<file path="src/hdl/ucs_pkg.sv">
package ucs_pkg;

	localparam int unsigned SETUP_BYTES = 8;
	localparam logic [15:0] BUFFER_SIZE_RESET = 16'd4096;

	// event codes
	localparam logic [1:0] EV_START    = 2'd0;
	localparam logic [1:0] EV_RESET    = 2'd1;
	localparam logic [1:0] EV_NOT_RDY  = 2'd2;
	localparam logic [1:0] EV_COMPLETE = 2'd3;

	localparam logic [1:0] STAGE_SETUP  = 2'd0;
	localparam logic [1:0] STAGE_DATA   = 2'd1;
	localparam logic [1:0] STAGE_STATUS = 2'd2;

	localparam logic EP_OUT = 1'b0;
	localparam logic EP_IN  = 1'b1;

	localparam logic [1:0] END_NONE = 2'd0;
	localparam logic [1:0] END_OUT  = 2'd1;
	localparam logic [1:0] END_IN   = 2'd2;

	localparam logic [2:0] START_NONE      = 3'd0;
	localparam logic [2:0] START_SETUP     = 3'd1;
	localparam logic [2:0] START_CTRL_DATA = 3'd2;
	localparam logic [2:0] START_STATUS2   = 3'd3;
	localparam logic [2:0] START_STATUS3   = 3'd4;

	localparam logic [7:0] REQ_SET_ADDRESS   = 8'd5;
	localparam logic [7:0] REQ_SET_CONFIG    = 8'd9;
	localparam logic [7:0] REQ_SET_INTERFACE = 8'd11;
	localparam logic [7:0] DIR_IN_MASK       = 8'h80;
	localparam logic [7:0] RT_OUT_STD_DEVICE    = 8'h00;
	localparam logic [7:0] RT_OUT_STD_INTERFACE = 8'h01;

	// phase codes as reported on the result
	localparam logic [2:0] PHC_NONE     = 3'd0;
	localparam logic [2:0] PHC_SETUP    = 3'd1;
	localparam logic [2:0] PHC_DATA_OUT = 3'd2;
	localparam logic [2:0] PHC_DATA_IN  = 3'd3;
	localparam logic [2:0] PHC_NRDY_OUT = 3'd4;
	localparam logic [2:0] PHC_NRDY_IN  = 3'd5;
	localparam logic [2:0] PHC_STATUS   = 3'd6;

	typedef enum logic [6:0] {
		PH_NONE     = 7'b0000001,
		PH_SETUP    = 7'b0000010,
		PH_DATA_OUT = 7'b0000100,
		PH_DATA_IN  = 7'b0001000,
		PH_NRDY_OUT = 7'b0010000,
		PH_NRDY_IN  = 7'b0100000,
		PH_STATUS   = 7'b1000000
	} phase_t;

	function automatic logic [2:0] phase_code(input phase_t ph);
		logic [2:0] code;
		case (ph)
			PH_SETUP:    code = PHC_SETUP;
			PH_DATA_OUT: code = PHC_DATA_OUT;
			PH_DATA_IN:  code = PHC_DATA_IN;
			PH_NRDY_OUT: code = PHC_NRDY_OUT;
			PH_NRDY_IN:  code = PHC_NRDY_IN;
			PH_STATUS:   code = PHC_STATUS;
			default:     code = PHC_NONE;
		endcase
		return code;
	endfunction

endpackage

</file>
<file path="src/hdl/usb_control_endpoint_sequencer_top.sv">
// Endpoint-0 control transfer sequencer. Each accepted event (start, reset,
// not-ready, complete) yields exactly one command result. An event is taken
// into an input register, decoded against the current control phase and the
// commands land in an output register, from which the result is presented.
// While the output register is empty or being taken, a new event can be
// accepted every cycle; the rate is one event per clock, set by the phase
// register that each event reads and updates. The output register
// holds a result until it is taken while the next event waits in the input
// register. buffer_size is written through cfg_wr_en/cfg_wr_data and must
// only change while no event is in flight.
module usb_control_endpoint_sequencer_top
	import ucs_pkg::*;
(
	input  logic        clk,
	input  logic        arst_n,

	input  logic        cfg_wr_en,
	input  logic [15:0] cfg_wr_data,

	input  logic        in_valid,
	output logic        in_ready,
	input  logic [1:0]  req_type,
	input  logic        ep_in,
	input  logic [1:0]  stage,
	input  logic [7:0]  setup_request_type,
	input  logic [7:0]  setup_request,
	input  logic [15:0] setup_value,
	input  logic [15:0] setup_length,
	input  logic        handler_ok,
	input  logic [15:0] handler_actual,
	input  logic [15:0] trb_remaining,

	output logic        out_valid,
	input  logic        out_ready,
	output logic        stall_out,
	output logic [1:0]  end_transfer,
	output logic [2:0]  start_kind,
	output logic        start_ep_in,
	output logic [15:0] start_length,
	output logic        address_valid,
	output logic [6:0]  address_value,
	output logic        reset_config,
	output logic        start_endpoints,
	output logic        configured,
	output logic [2:0]  phase,
	output logic [15:0] received_length
);

	typedef struct packed {
		logic        stall;
		logic [1:0]  endx;
		logic [2:0]  kind;
		logic        kep;
		logic [15:0] klen;
		logic        av;
		logic [6:0]  aval;
		logic        rcfg;
		logic        seps;
		logic        cfg;
		logic [2:0]  ph;
		logic [15:0] rxlen;
	} result_t;

	logic [15:0] buffer_size_q;

	// control state
	phase_t      phase_q;
	logic [7:0]  saved_rt_q;
	logic [7:0]  saved_req_q;
	logic [15:0] saved_value_q;
	logic [15:0] saved_length_q;
	logic        configured_q;

	// input stage
	logic        valid_s1;
	logic [1:0]  req_type_s1;
	logic        ep_in_s1;
	logic [1:0]  stage_s1;
	logic [7:0]  setup_rt_s1;
	logic [7:0]  setup_req_s1;
	logic [15:0] setup_value_s1;
	logic [15:0] setup_length_s1;
	logic        handler_ok_s1;
	logic [15:0] handler_actual_s1;
	logic [15:0] trb_remaining_s1;

	// output stage
	logic        valid_s2;
	result_t     res_s2;

	logic advance;
	logic fire;

	assign advance  = !valid_s2 || out_ready;
	assign fire     = valid_s1 && advance;
	assign in_ready = !valid_s1 || advance;

	// saved setup packet as seen by this event
	logic        take_setup;
	logic [7:0]  cur_rt;
	logic [7:0]  cur_req;
	logic [15:0] cur_value;
	logic [15:0] cur_length;

	assign take_setup = (req_type_s1 == EV_COMPLETE) && (phase_q == PH_SETUP);
	assign cur_rt     = take_setup ? setup_rt_s1     : saved_rt_q;
	assign cur_req    = take_setup ? setup_req_s1    : saved_req_q;
	assign cur_value  = take_setup ? setup_value_s1  : saved_value_q;
	assign cur_length = take_setup ? setup_length_s1 : saved_length_q;

	// standard request decode
	logic dec_ok;
	logic dec_av;
	logic dec_rcfg;
	logic dec_seps;

	always_comb begin
		dec_ok   = handler_ok_s1;
		dec_av   = 1'b0;
		dec_rcfg = 1'b0;
		dec_seps = 1'b0;
		if (cur_rt == RT_OUT_STD_DEVICE) begin
			if (cur_req == REQ_SET_ADDRESS) begin
				dec_av = 1'b1;
				dec_ok = 1'b1;
			end else if (cur_req == REQ_SET_CONFIG) begin
				dec_rcfg = 1'b1;
				dec_seps = handler_ok_s1 && (cur_value != 16'd0);
			end
		end else if (cur_rt == RT_OUT_STD_INTERFACE && cur_req == REQ_SET_INTERFACE) begin
			dec_rcfg = 1'b1;
			dec_seps = handler_ok_s1;
		end
	end

	logic [15:0] reply_len;
	logic [15:0] rx_len;

	assign reply_len = (handler_actual_s1 > buffer_size_q) ? buffer_size_q : handler_actual_s1;
	assign rx_len    = (trb_remaining_s1 > buffer_size_q) ? 16'd0
	                                                      : buffer_size_q - trb_remaining_s1;

	result_t res;
	phase_t  phase_d;
	logic    cfg_d;

	always_comb begin
		res     = '0;
		phase_d = phase_q;
		cfg_d   = configured_q;
		case (req_type_s1)
			EV_START: begin
				res.kind = START_SETUP;
				res.klen = 16'(SETUP_BYTES);
				phase_d  = PH_SETUP;
			end
			EV_RESET: begin
				res.endx = END_OUT;
				phase_d  = PH_NONE;
			end
			EV_NOT_RDY: begin
				case (phase_q)
					PH_SETUP: begin
						if (stage_s1 inside {STAGE_DATA, STAGE_STATUS}) begin
							res.stall = 1'b1;
							res.kind  = START_SETUP;
							res.klen  = 16'(SETUP_BYTES);
							phase_d   = PH_SETUP;
						end
					end
					PH_DATA_OUT, PH_DATA_IN: begin
						// opposite-direction data token aborts the transfer
						if (stage_s1 == STAGE_DATA &&
						    ep_in_s1 == (phase_q == PH_DATA_OUT)) begin
							res.endx  = (phase_q == PH_DATA_OUT) ? END_OUT : END_IN;
							res.stall = 1'b1;
							res.kind  = START_SETUP;
							res.klen  = 16'(SETUP_BYTES);
							phase_d   = PH_SETUP;
						end
					end
					PH_NRDY_OUT, PH_NRDY_IN: begin
						if (ep_in_s1 == (phase_q == PH_NRDY_IN)) begin
							res.kind = (saved_length_q != 16'd0) ? START_STATUS3
							                                     : START_STATUS2;
							res.kep  = ep_in_s1;
							phase_d  = PH_STATUS;
						end
					end
					default: ;
				endcase
			end
			default: begin
				case (phase_q)
					PH_SETUP: begin
						if (cur_length != 16'd0 && (cur_rt & DIR_IN_MASK) == 8'h00) begin
							res.kind = START_CTRL_DATA;
							res.kep  = EP_OUT;
							res.klen = buffer_size_q;
							phase_d  = PH_DATA_OUT;
						end else begin
							res.av   = dec_av;
							res.aval = dec_av ? cur_value[6:0] : 7'd0;
							res.rcfg = dec_rcfg;
							res.seps = dec_seps;
							if (dec_rcfg) cfg_d = dec_seps;
							if (!dec_ok) begin
								res.stall = 1'b1;
								res.kind  = START_SETUP;
								res.klen  = 16'(SETUP_BYTES);
								phase_d   = PH_SETUP;
							end else if (cur_length != 16'd0) begin
								res.kind = START_CTRL_DATA;
								res.kep  = EP_IN;
								res.klen = reply_len;
								phase_d  = PH_DATA_IN;
							end else begin
								phase_d = PH_NRDY_IN;
							end
						end
					end
					PH_DATA_OUT: begin
						res.rxlen = rx_len;
						res.av    = dec_av;
						res.aval  = dec_av ? cur_value[6:0] : 7'd0;
						res.rcfg  = dec_rcfg;
						res.seps  = dec_seps;
						if (dec_rcfg) cfg_d = dec_seps;
						if (!dec_ok) begin
							res.stall = 1'b1;
							res.kind  = START_SETUP;
							res.klen  = 16'(SETUP_BYTES);
							phase_d   = PH_SETUP;
						end else begin
							phase_d = PH_NRDY_IN;
						end
					end
					PH_DATA_IN: phase_d = PH_NRDY_OUT;
					PH_STATUS: begin
						res.kind = START_SETUP;
						res.klen = 16'(SETUP_BYTES);
						phase_d  = PH_SETUP;
					end
					default: ;
				endcase
			end
		endcase
		res.cfg = cfg_d;
		res.ph  = phase_code(phase_d);
	end

	always_ff @(posedge clk or negedge arst_n) begin
		if (!arst_n) begin
			buffer_size_q <= BUFFER_SIZE_RESET;
		end else if (cfg_wr_en) begin
			buffer_size_q <= cfg_wr_data;
		end
	end

	always_ff @(posedge clk or negedge arst_n) begin
		if (!arst_n) begin
			phase_q        <= PH_NONE;
			saved_rt_q     <= 8'd0;
			saved_req_q    <= 8'd0;
			saved_value_q  <= 16'd0;
			saved_length_q <= 16'd0;
			configured_q   <= 1'b0;
		end else if (fire) begin
			phase_q        <= phase_d;
			configured_q   <= cfg_d;
			saved_rt_q     <= cur_rt;
			saved_req_q    <= cur_req;
			saved_value_q  <= cur_value;
			saved_length_q <= cur_length;
		end
	end

	always_ff @(posedge clk or negedge arst_n) begin
		if (!arst_n) begin
			valid_s1 <= 1'b0;
			valid_s2 <= 1'b0;
		end else begin
			if (in_ready) valid_s1 <= in_valid;
			if (advance)  valid_s2 <= valid_s1;
		end
	end

	// capture the transaction when the input stage frees up
	always_ff @(posedge clk) begin
		if (in_valid && in_ready) begin
			req_type_s1       <= req_type;
			ep_in_s1          <= ep_in;
			stage_s1          <= stage;
			setup_rt_s1       <= setup_request_type;
			setup_req_s1      <= setup_request;
			setup_value_s1    <= setup_value;
			setup_length_s1   <= setup_length;
			handler_ok_s1     <= handler_ok;
			handler_actual_s1 <= handler_actual;
			trb_remaining_s1  <= trb_remaining;
		end
	end

	always_ff @(posedge clk) begin
		if (fire) begin
			res_s2 <= res;
		end
	end

	assign out_valid       = valid_s2;
	assign stall_out       = res_s2.stall;
	assign end_transfer    = res_s2.endx;
	assign start_kind      = res_s2.kind;
	assign start_ep_in     = res_s2.kep;
	assign start_length    = res_s2.klen;
	assign address_valid   = res_s2.av;
	assign address_value   = res_s2.aval;
	assign reset_config    = res_s2.rcfg;
	assign start_endpoints = res_s2.seps;
	assign configured      = res_s2.cfg;
	assign phase           = res_s2.ph;
	assign received_length = res_s2.rxlen;

endmodule
</file>
<file path="config.mk">
export PLATFORM = sky130hd
export DESIGN_NAME = usb_control_endpoint_sequencer_top
export DESIGN_NICKNAME = d
export VERILOG_FILES = /design/src/hdl/ucs_pkg.sv /design/src/hdl/usb_control_endpoint_sequencer_top.sv
export SDC_FILE = /design/constraint.sdc
export NUM_CORES = 1
export LEC_CHECK = 0
export BUFFER_PORTS_ARGS = -buffer_cell sky130_fd_sc_hd__clkbuf_2
export CAP_MARGIN = 20
export CORE_UTILIZATION = 33
export CTS_BUF_LIST = sky130_fd_sc_hd__clkbuf_4 sky130_fd_sc_hd__clkbuf_8
export DETAILED_ROUTE_END_ITERATION = 16
export PLACE_DENSITY = 0.58
export SKIP_CTS_REPAIR_TIMING = 1
export SYNTH_ARGS = -nofsm -noshare
export SYNTH_HDL_FRONTEND = slang
export SYNTH_SLANG_ARGS = --single-unit
</file>
<file path="constraint.sdc">
create_clock -name clk -period 3.7 [get_ports clk]
set_clock_uncertainty 0.05 [all_clocks]
set_input_delay 0.37 -clock clk [delete_from_list [all_inputs] [get_ports clk]]
set_output_delay 0.37 -clock clk [all_outputs]
set_load 0.02 [all_outputs]
</file>
==> flow_summary.yaml, run 1 <==
global_routing:
  grt.met2_usage_pct: 24.6
  grtUsageTotal_pct: 15.6
  met1_usage_pct: 21.4
  grt_antenna_before_repair: 0
  grt_pass1_wl_um: 36700
  grt_overflow_total: 0
  grt_pass1_vias: 6650
  grt_max_degree: 60
  busiest_layer: "met2"
  grt.met3_usage_pct: 3.03
sta:
  drv_slew: 0
  rsz0062_at_grt: "no"
  final-hold-violation-count: 0
  relSlewSlack_pct: 43.1
  finalCritPeriodShare_pct: 92.0
  tightest_slew_ps: 854
  finalSetupTns_ps: 0
  fin_worst_hold_slack_ps: 3.99
  fin_crit_ps: 3400
  setup_viol: 0
  fmax_mhz: 294
hold_path:
  hold_depth: 3
  hold_path.class: "in2reg"
worst_setup_path:
  arrival_ps: 3690
  reg2reg_to: "phase[2]"
  reg2reg_depth: 10
  cp-end-kind: "flip-flop"
  cp_data_required_time_ps: 3990
  cp-start-kind: "flip-flop"
  timing.rr.start: "phase_q[3]"
  reg2reg_slack_ps: 300
  crit_fanout: 5
  worstSetupPathType: "reg2reg"
  crit_path_start: "phase_q[3]"
  cp-endpoint: "phase[2]"
synthesis:
  ys_seq_area_share_pct: 61.9
  avgSynthCellArea_um2: 13.2
  synthCells: 736
  synthesis.area_mm2: 0.00973
  yosys.cell_types.count: 77
  synthArstFlopShare_pct: 34.7
  synth_warnings: 0
  synth_edf_count: 139
  synth_nets: 883
  synth-seq-cells: 213
  synthFlopType: "edfxtp_1"
floorplanning:
  start_util_pct: 33.7
  core-area_mm2: 0.0289
  die_y_um: 174
  num_rows: 62
  dieWidth_um: 174
  io_pins: 162
  die_area_mm2: 0.0302
finish:
  syn2layout_area_growth_pct: 31.2
  nets: 1166
  antenna_cells: 0
  design_area_mm2: 0.0128
  final_common_cell: "clkbuf_2"
  drive_gt1_share_pct: 29.9
  layout_common_cells: "160 x clkbuf_2, 139 x edfxtp_1, 93 x dlygate4sd3_1"
routing:
  detailedRoute.firstPassIterationCount: 5
  drtAntennaViolNets: 0
  routed_wl_um: 24300
  drt_iter0_markers: 487
  drc_errors: 0
  vias_per_cell: 4.84
  wl_per_cell_um: 17.0
  via_count: 6949
power_and_ir_drop:
  ir_drop_mv: 0.315
  p_switching_uw: 2020
  power_uw: 6960
  p_leak_uw: 0.00539
  switching_share_pct: 29.0
  p_int_uw: 4950
  p_clk_share_pct: 33.8
  combPwrFrac_pct: 20.1
  seqPwrFrac_pct: 46.1
  pwr_density_cell_mw_per_mm2: 545
placed_design:
  gp_congestion: 0.850
  port_buffers: 161
  dp_hpwl_um: 16600
  place_area_mm2: 0.0110
cts:
  cts_sinks: 213
  cts_root_buf: "clkbuf_8"
  clock_latency_ps: 550
  clockBufferDepth: 3
  cts_tree: "built"
  cts.htree.levels: 2
  cts_made_buffers: 40
  clk_pin_slew_ps: 60
outcome:
  status: "complete, no violations"
job:
  drv_cap: 0
[critical path: stages, from the launching register on]
cell	delay, ps
dfrtp_1	390
nor4_2	420
nor4bb_1	340
ha_1	280
and4b_1	210
or2_2	270
o32a_1	310
a32o_1	250
or2_1	260
mux2i_1	130
nor4b_1	280
[layer usage]
metal	share of wire (%)	routed length (µm)	up-vias
met5	0	0	-
met4	1.9	472	0
met3	4.9	1180	34
met2	47	11400	213
met1	47	11300	3349
li1	-	-	3353
[per-stage QoR]
stage,std cells,setup WS (ps),utilization (%)
after floorplan,736,343,-
after global placement,1267,368,38.2
after detailed placement,1267,335,38.2
after CTS,1341,290,41.0
after global routing,1435,75.6,44.2
final,1435,296,44.2
[Yosys cell counts (all sizes together), types with 5 or more instances]
library cell	number	area, µm²
edfxtp	139	4170
nor2b	7	43.8
nand2b	8	50.1
ha	39	488
o21bai	5	37.5
nor4b	7	76.3
a211oi	13	97.6
mux2i	10	104
a21boi	5	37.5
nor3	15	86.3
nand2	60	225
dfrtp	72	1800
a22o	15	131
a21o	8	60.1
nand3	6	35.0
or3	5	31.3
xnor2	6	52.6
nor4	25	163
buf	14	88.8
o21ai	37	185
inv	44	165
a21oi	22	110
clkbuf	14	52.6
nor2	21	78.8
xor2	10	87.6
mux2	53	597
o21a	9	67.6
nand4	9	56.3
[power by group through the flow]
stage               Combinational [µW]  Clock [µW]  Sequential [µW]
CTS                               1330        2430             3210
finish                            1400        2360             3210
floorplan                          908           0             3230
detailed placement                1320           0             3250
global placement                  1300           0             3250
global route                      1550        2530             3260
[worst min path at each step]
| stage | slack, ps | end | from |
|---|---|---|---|
| after floorplan | 20 | buffer_size_q[0] | arst_n |
| after global placement | 420 | out_valid | valid_s1 |
| after detailed placement | 440 | out_valid | valid_s1 |
| after CTS | -110 | buffer_size_q[10] | arst_n |
| after global routing | 5 | buffer_size_q[14] | cfg_wr_data[14] |
| final | 4 | buffer_size_q[15] | cfg_wr_data[15] |
[layout make-up]
cell class | count | area (µm²)
tap | 384 | 480
inverter | 45 | 169
multi-input combinational | 450 | 3410
sequential | 213 | 6030
fill | 2705 | 16100
timing repair buffer | 269 | 1860
clock buffer | 54 | 662
clock inverter | 20 | 159
[registers in the layout, summed over array words and instances (netlist names), 3 cells and up]
name,cells
setup_length_s1,16
setup_value_s1,16
setup_rt_s1,8
trb_remaining_s1,16
buffer_size_q,16
setup_req_s1,8
saved_rt_q,8
address_value,7
start_length,16
phase_q,7
saved_value_q,16
handler_actual_s1,16
saved_req_q,8
start_kind,3
received_length,16
saved_length_q,16
phase,3
[cell families after synthesis]
kind of cell             share of synthesized area, %
flip-flops                                       61.9
AND/OR/NAND/NOR                                  10.4
AO/OA/AOI/OAI                                    10.7
buffers and inverters                            3.19
multiplexers                                     7.20
adder cells (fa/ha/maj)                          5.22
XOR/XNOR                                         1.44
(Power assumes the default switching activity.)
==> inputs of run 2 (changes only) <==
--- a/config.mk
+++ b/config.mk
@@ -7,10 +7,12 @@
 export LEC_CHECK = 0
 export BUFFER_PORTS_ARGS = -buffer_cell sky130_fd_sc_hd__clkbuf_2
 export CAP_MARGIN = 20
-export CORE_UTILIZATION = 33
+export CORE_MARGIN = 2
+export CORE_UTILIZATION = 40
 export CTS_BUF_LIST = sky130_fd_sc_hd__clkbuf_4 sky130_fd_sc_hd__clkbuf_8
+export CTS_CLUSTER_DIAMETER = 60
 export DETAILED_ROUTE_END_ITERATION = 16
-export PLACE_DENSITY = 0.58
+export PLACE_DENSITY = 0.66
 export SKIP_CTS_REPAIR_TIMING = 1
 export SYNTH_ARGS = -nofsm -noshare
 export SYNTH_HDL_FRONTEND = slang
==> flow_summary.yaml, run 2 (synthesis results as in run 1) <==
sta:
  rsz0062_at_grt: "no"
  finalCritPeriodShare_pct: 92.5
  fmax_mhz: 292
  drv_slew: 0
  finalSetupTns_ps: 0
  fin_worst_hold_slack_ps: -7.19
  final-hold-violation-count: 2
  setup_viol: 0
  relSlewSlack_pct: 29.0
  fin_crit_ps: 3420
  fin_ws_ps: 278
  tightest_slew_ps: 1060
placed_design:
  post-place-ws_ps: 317
  gp_congestion: 0.842
  placedCellCount: 1206
  dp_hpwl_um: 15600
  port_buffers: 161
cts:
  clock_latency_ps: 540
  cts_tree: "built"
  cts_root_buf: "clkbuf_8"
  clockBufferDepth: 3
  cts_made_buffers: 38
  cts_sinks: 213
  cts.htree.levels: 2
  clk_pin_slew_ps: 60
power_and_ir_drop:
  p_clk_share_pct: 31.8
  ir_drop_mv: 0.325
  p_switching_uw: 1960
  switching_share_pct: 29.0
  p_int_uw: 4810
  combPwrFrac_pct: 20.6
  p_leak_uw: 0.00535
  seqPwrFrac_pct: 47.6
  pwr_density_cell_mw_per_mm2: 537
hold_path:
  hold_path.class: "in2reg"
worst_setup_path:
  path_common_cell: "o21a_1"
  worstSetupPathType: "reg2reg"
  path_cells: "inv_1 > ha_1 > fa_1 > nor2b_1 > o21a_1 > o21a_1 > o211a_1 > o211ai_1 > a21boi_0 > o21ai_1 > a2111oi_0"
  crit_fanout: 16
  cp-start-kind: "flip-flop"
  arrival_ps: 3560
  cp-end-kind: "flip-flop"
  cpPeakStageDelay_ps: 830
  cp_data_required_time_ps: 3840
  crit_path_top_delay_cell: "o21ai_1"
routing:
  detailedRoute.firstPassIterationCount: 5
  routed_wl_um: 23900
  via_count: 6973
  drt_iter0_markers: 466
  drtAntennaViolNets: 0
  drc_errors: 0
  vias_per_cell: 5.10
  wl_per_cell_um: 17.5
job:
  drv_cap: 0
global_routing:
  grtUsageTotal_pct: 17.4
  grt_overflow_total: 0
  grt_pass1_vias: 6422
  grt_pass1_wl_um: 35200
  grt_max_degree: 75
  grt_antenna_before_repair: 0
floorplanning:
  dieWidth_um: 160
  num_rows: 57
  die_area_mm2: 0.0256
  start_util_pct: 40.4
  core-area_mm2: 0.0241
  io_pins: 162
  die_y_um: 160
finish:
  antenna_cells: 0
  nets: 1160
  final_common_cell: "clkbuf_2"
  layout_common_cells: "160 x clkbuf_2, 139 x edfxtp_1, 90 x dlygate4sd3_1"
  drive_gt1_share_pct: 29.8
  finalNonFillerCells: 1366
  syn2layout_area_growth_pct: 29.6
outcome:
  status: "complete, but fails checks"
  violations: "hold timing"
[run 2: area by class of cell]
| type | instances | area (µm²) |
|---|---|---|
| fill | 2077 | 11500 |
| sequential | 213 | 6030 |
| multi-input combinational | 450 | 3410 |
| timing repair buffer | 265 | 1850 |
| clock buffer | 55 | 669 |
| tap | 324 | 405 |
| inverter | 45 | 169 |
| clock inverter | 14 | 80.1 |
[run 2: power groups by stage]
stage / registers (µW) / logic (µW) / clock network, µW
after floorplan: 3230 / 908 / 0
after global placement: 3240 / 1290 / 0
after detailed placement: 3250 / 1310 / 0
after CTS: 3210 / 1320 / 2210
after global routing: 3270 / 1540 / 2330
final: 3220 / 1400 / 2150
[run 2: metal layers]
layer  up-vias  GRT usage, %  wire length [µm]
li1       3336             -                 -
met1      3371          25.2             10600
met2       225          26.3             11300
met3        41          4.05              1550
met4         0          4.91               418
met5         -             0                 0
[run 2: final timing paths]
path	start	endpoint	slack, ps	cells after the start
worst min register to register	valid_s1	out_valid	430	1
worst max register to register	buffer_size_q[0]	received_length[2]	280	11
worst min-delay path	cfg_wr_data[9]	buffer_size_q[9]	-7	3
max in group asynchronous	arst_n	configured_q	2730	3
worst max-delay path	buffer_size_q[0]	received_length[2]	280	11
min in group asynchronous	arst_n	buffer_size_q[6]	280	2
[run 2: metrics by stage]
step | instance area (µm²) | utilization [%] | total power, µW
finish | 12600 | 52.3 | 6770
global route | 12600 | 52.3 | 7140
CTS | 11700 | 48.4 | 6740
detailed placement | 10900 | 45.3 | 4560
global placement | 10900 | 45.3 | 4530
floorplan | 9730 | - | 4140
[run 2: worst max-delay path, delay by kind of cell, from the launching register on]
kind / cells / cell delay (ps)
AO/OA/AOI/OAI: 7 / 2090
flip-flops: 1 / 390
adder cells (fa/ha/maj): 2 / 390
buffers and inverters: 1 / 100
AND/OR/NAND/NOR: 1 / 60
==> inputs of run 3 (changes only) <==
--- a/config.mk
+++ b/config.mk
@@ -5,7 +5,7 @@
 export SDC_FILE = /design/constraint.sdc
 export NUM_CORES = 1
 export LEC_CHECK = 0
-export BUFFER_PORTS_ARGS = -buffer_cell sky130_fd_sc_hd__clkbuf_2
+export BUFFER_PORTS_ARGS = -buffer_cell sky130_fd_sc_hd__buf_2
 export CAP_MARGIN = 20
 export CORE_MARGIN = 2
 export CORE_UTILIZATION = 40
@@ -13,6 +13,7 @@
 export CTS_CLUSTER_DIAMETER = 60
 export DETAILED_ROUTE_END_ITERATION = 16
 export PLACE_DENSITY = 0.66
+export REMOVE_ABC_BUFFERS = 1
 export SKIP_CTS_REPAIR_TIMING = 1
 export SYNTH_ARGS = -nofsm -noshare
 export SYNTH_HDL_FRONTEND = slang
==> flow_summary.yaml, run 3 (synthesis results as in run 1) <==
outcome:
  status: "complete, no violations"
sta:
  relSlewSlack_pct: 36.2
  fmax_mhz: 296
  fin_crit_ps: 3380
  drv_slew: 0
  setup_viol: 0
  fin_worst_hold_slack_ps: 3.50
  final-hold-violation-count: 0
  tightest_slew_ps: 951
  rsz0062_at_grt: "no"
  finalCritPeriodShare_pct: 91.5
power_and_ir_drop:
  combPwrFrac_pct: 20.6
  ir_drop_mv: 0.330
  pwr_density_cell_mw_per_mm2: 539
  p_int_uw: 4870
  p_switching_uw: 1900
  switching_share_pct: 28.0
  power_uw: 6760
  seqPwrFrac_pct: 47.5
  p_clk_share_pct: 32.0
  p_leak_uw: 0.00531
job:
  drv_cap: 0
worst_setup_path:
  cp-start-kind: "flip-flop"
  arrival_ps: 3650
  crit_fanout: 5
  cp-end-kind: "flip-flop"
  cp_data_required_time_ps: 3960
  worstSetupPathType: "reg2reg"
  reg2reg_slack_ps: 320
finish:
  layout_common_cells: "160 x buf_2, 139 x edfxtp_1, 86 x dlygate4sd3_1"
  nets: 1155
  drive_gt1_share_pct: 30.2
  final_common_cell: "buf_2"
  syn2layout_area_growth_pct: 29.0
  finalNonFillerCells: 1359
routing:
  highest_layer: "met4"
  drt_iter0_markers: 516
  vias_per_cell: 5.02
  detailedRoute.firstPassIterationCount: 4
  met2_length_um: 11200
  drtAntennaViolNets: 0
  wl_per_cell_um: 17.2
  met3_length_um: 1340
  drt-met1-wl_um: 10300
  routed_wl_um: 23300
  drc_errors: 0
  via_count: 6822
placed_design:
  placedCellCount: 1207
  gp_congestion: 0.848
  port_buffers: 161
  dp_hpwl_um: 15500
global_routing:
  grtUsageTotal_pct: 16.8
  grt_pass1_vias: 6460
  grt_antenna_before_repair: 1
  grt_pass1_wl_um: 33900
  grt_max_degree: 75
  grt_overflow_total: 0
cts:
  clk_pin_slew_ps: 60
  cts_sinks: 213
  cts.htree.levels: 2
  cts_root_buf: "clkbuf_8"
  clock_latency_ps: 520
  clockBufferDepth: 3
  cts_made_buffers: 36
  cts_tree: "built"
floorplanning:
  die_y_um: 160
  io_pins: 162
  num_rows: 57
  die_area_mm2: 0.0256
  core-area_mm2: 0.0241
  dieWidth_um: 160
  start_util_pct: 40.4
hold_path:
  hold_path.class: "in2reg"
[run 3: cell count changes in the layout (fill, tap and decap cells not counted), sizes merged]
cell	previous run	this run
buf	15	176
bufinv	0	2
diode	0	1
clkbuf	215	53
dlygate4sd3	90	86
inv	47	46
clkinv	12	7
clkinvlp	0	1
[run 3: power groups by stage]
stage / logic [µW] / registers [µW] / clock network [µW]
3_5_place_dp: 1310 / 3250 / 0
2_1_floorplan: 861 / 3250 / 0
5_1_grt: 1540 / 3260 / 2320
4_1_cts: 1320 / 3210 / 2210
3_3_place_gp: 1290 / 3240 / 0
6_report: 1390 / 3210 / 2160
[run 3: worst paths after layout]
check | from | endpoint | cells past startpoint
hold reg to reg | valid_s1 | out_valid | 1
setup reg to reg | phase_q[2] | phase[2] | 10
max in group asynchronous | arst_n | saved_length_q[13] | 3
min in group asynchronous | arst_n | buffer_size_q[11] | 2
setup / recovery | phase_q[2] | phase[2] | 10
hold / removal | cfg_wr_data[4] | buffer_size_q[4] | 3
[run 3: metrics by stage]
step                      setup WS (ps)  cell area, µm²  utilization, %  TNS, ps
final                               316           12600            52.1        0
after global routing               56.6           12600            52.1        0
after CTS                           254           11700            48.4        0
after detailed placement            284           10900            45.3        0
after global placement              376           10900            45.3        0
after floorplan                    -159            9590               -    -7620
[run 3: layout make-up]
type / count / area, µm²
well taps: 324 / 405
clock inverters: 11 / 110
flip-flops and latches: 213 / 6030
clock buffers: 53 / 629
inverters: 45 / 169
fillers: 2096 / 11500
repair buffers: 262 / 1800
diodes: 1 / 2.50
multi-input cells: 450 / 3410
[run 3: critical path: stages, from the launching register on]
cell      delay, ps
dfrtp_1         410
nor4_4          360
nor4bb_1        340
ha_1            280
and4b_1         210
or2_2           270
o32a_1          300
a32o_1          250
or2_1           260
mux2i_1         120
nor4b_1         320
[run 3: layer usage]
| layer | track usage [%] | vias up |
|---|---|---|
| met5 | 0 | - |
| met4 | 5.69 | 0 |
| met3 | 3.79 | 38 |
| met2 | 26.6 | 193 |
| met1 | 23.0 | 3267 |
| li1 | - | 3324 |
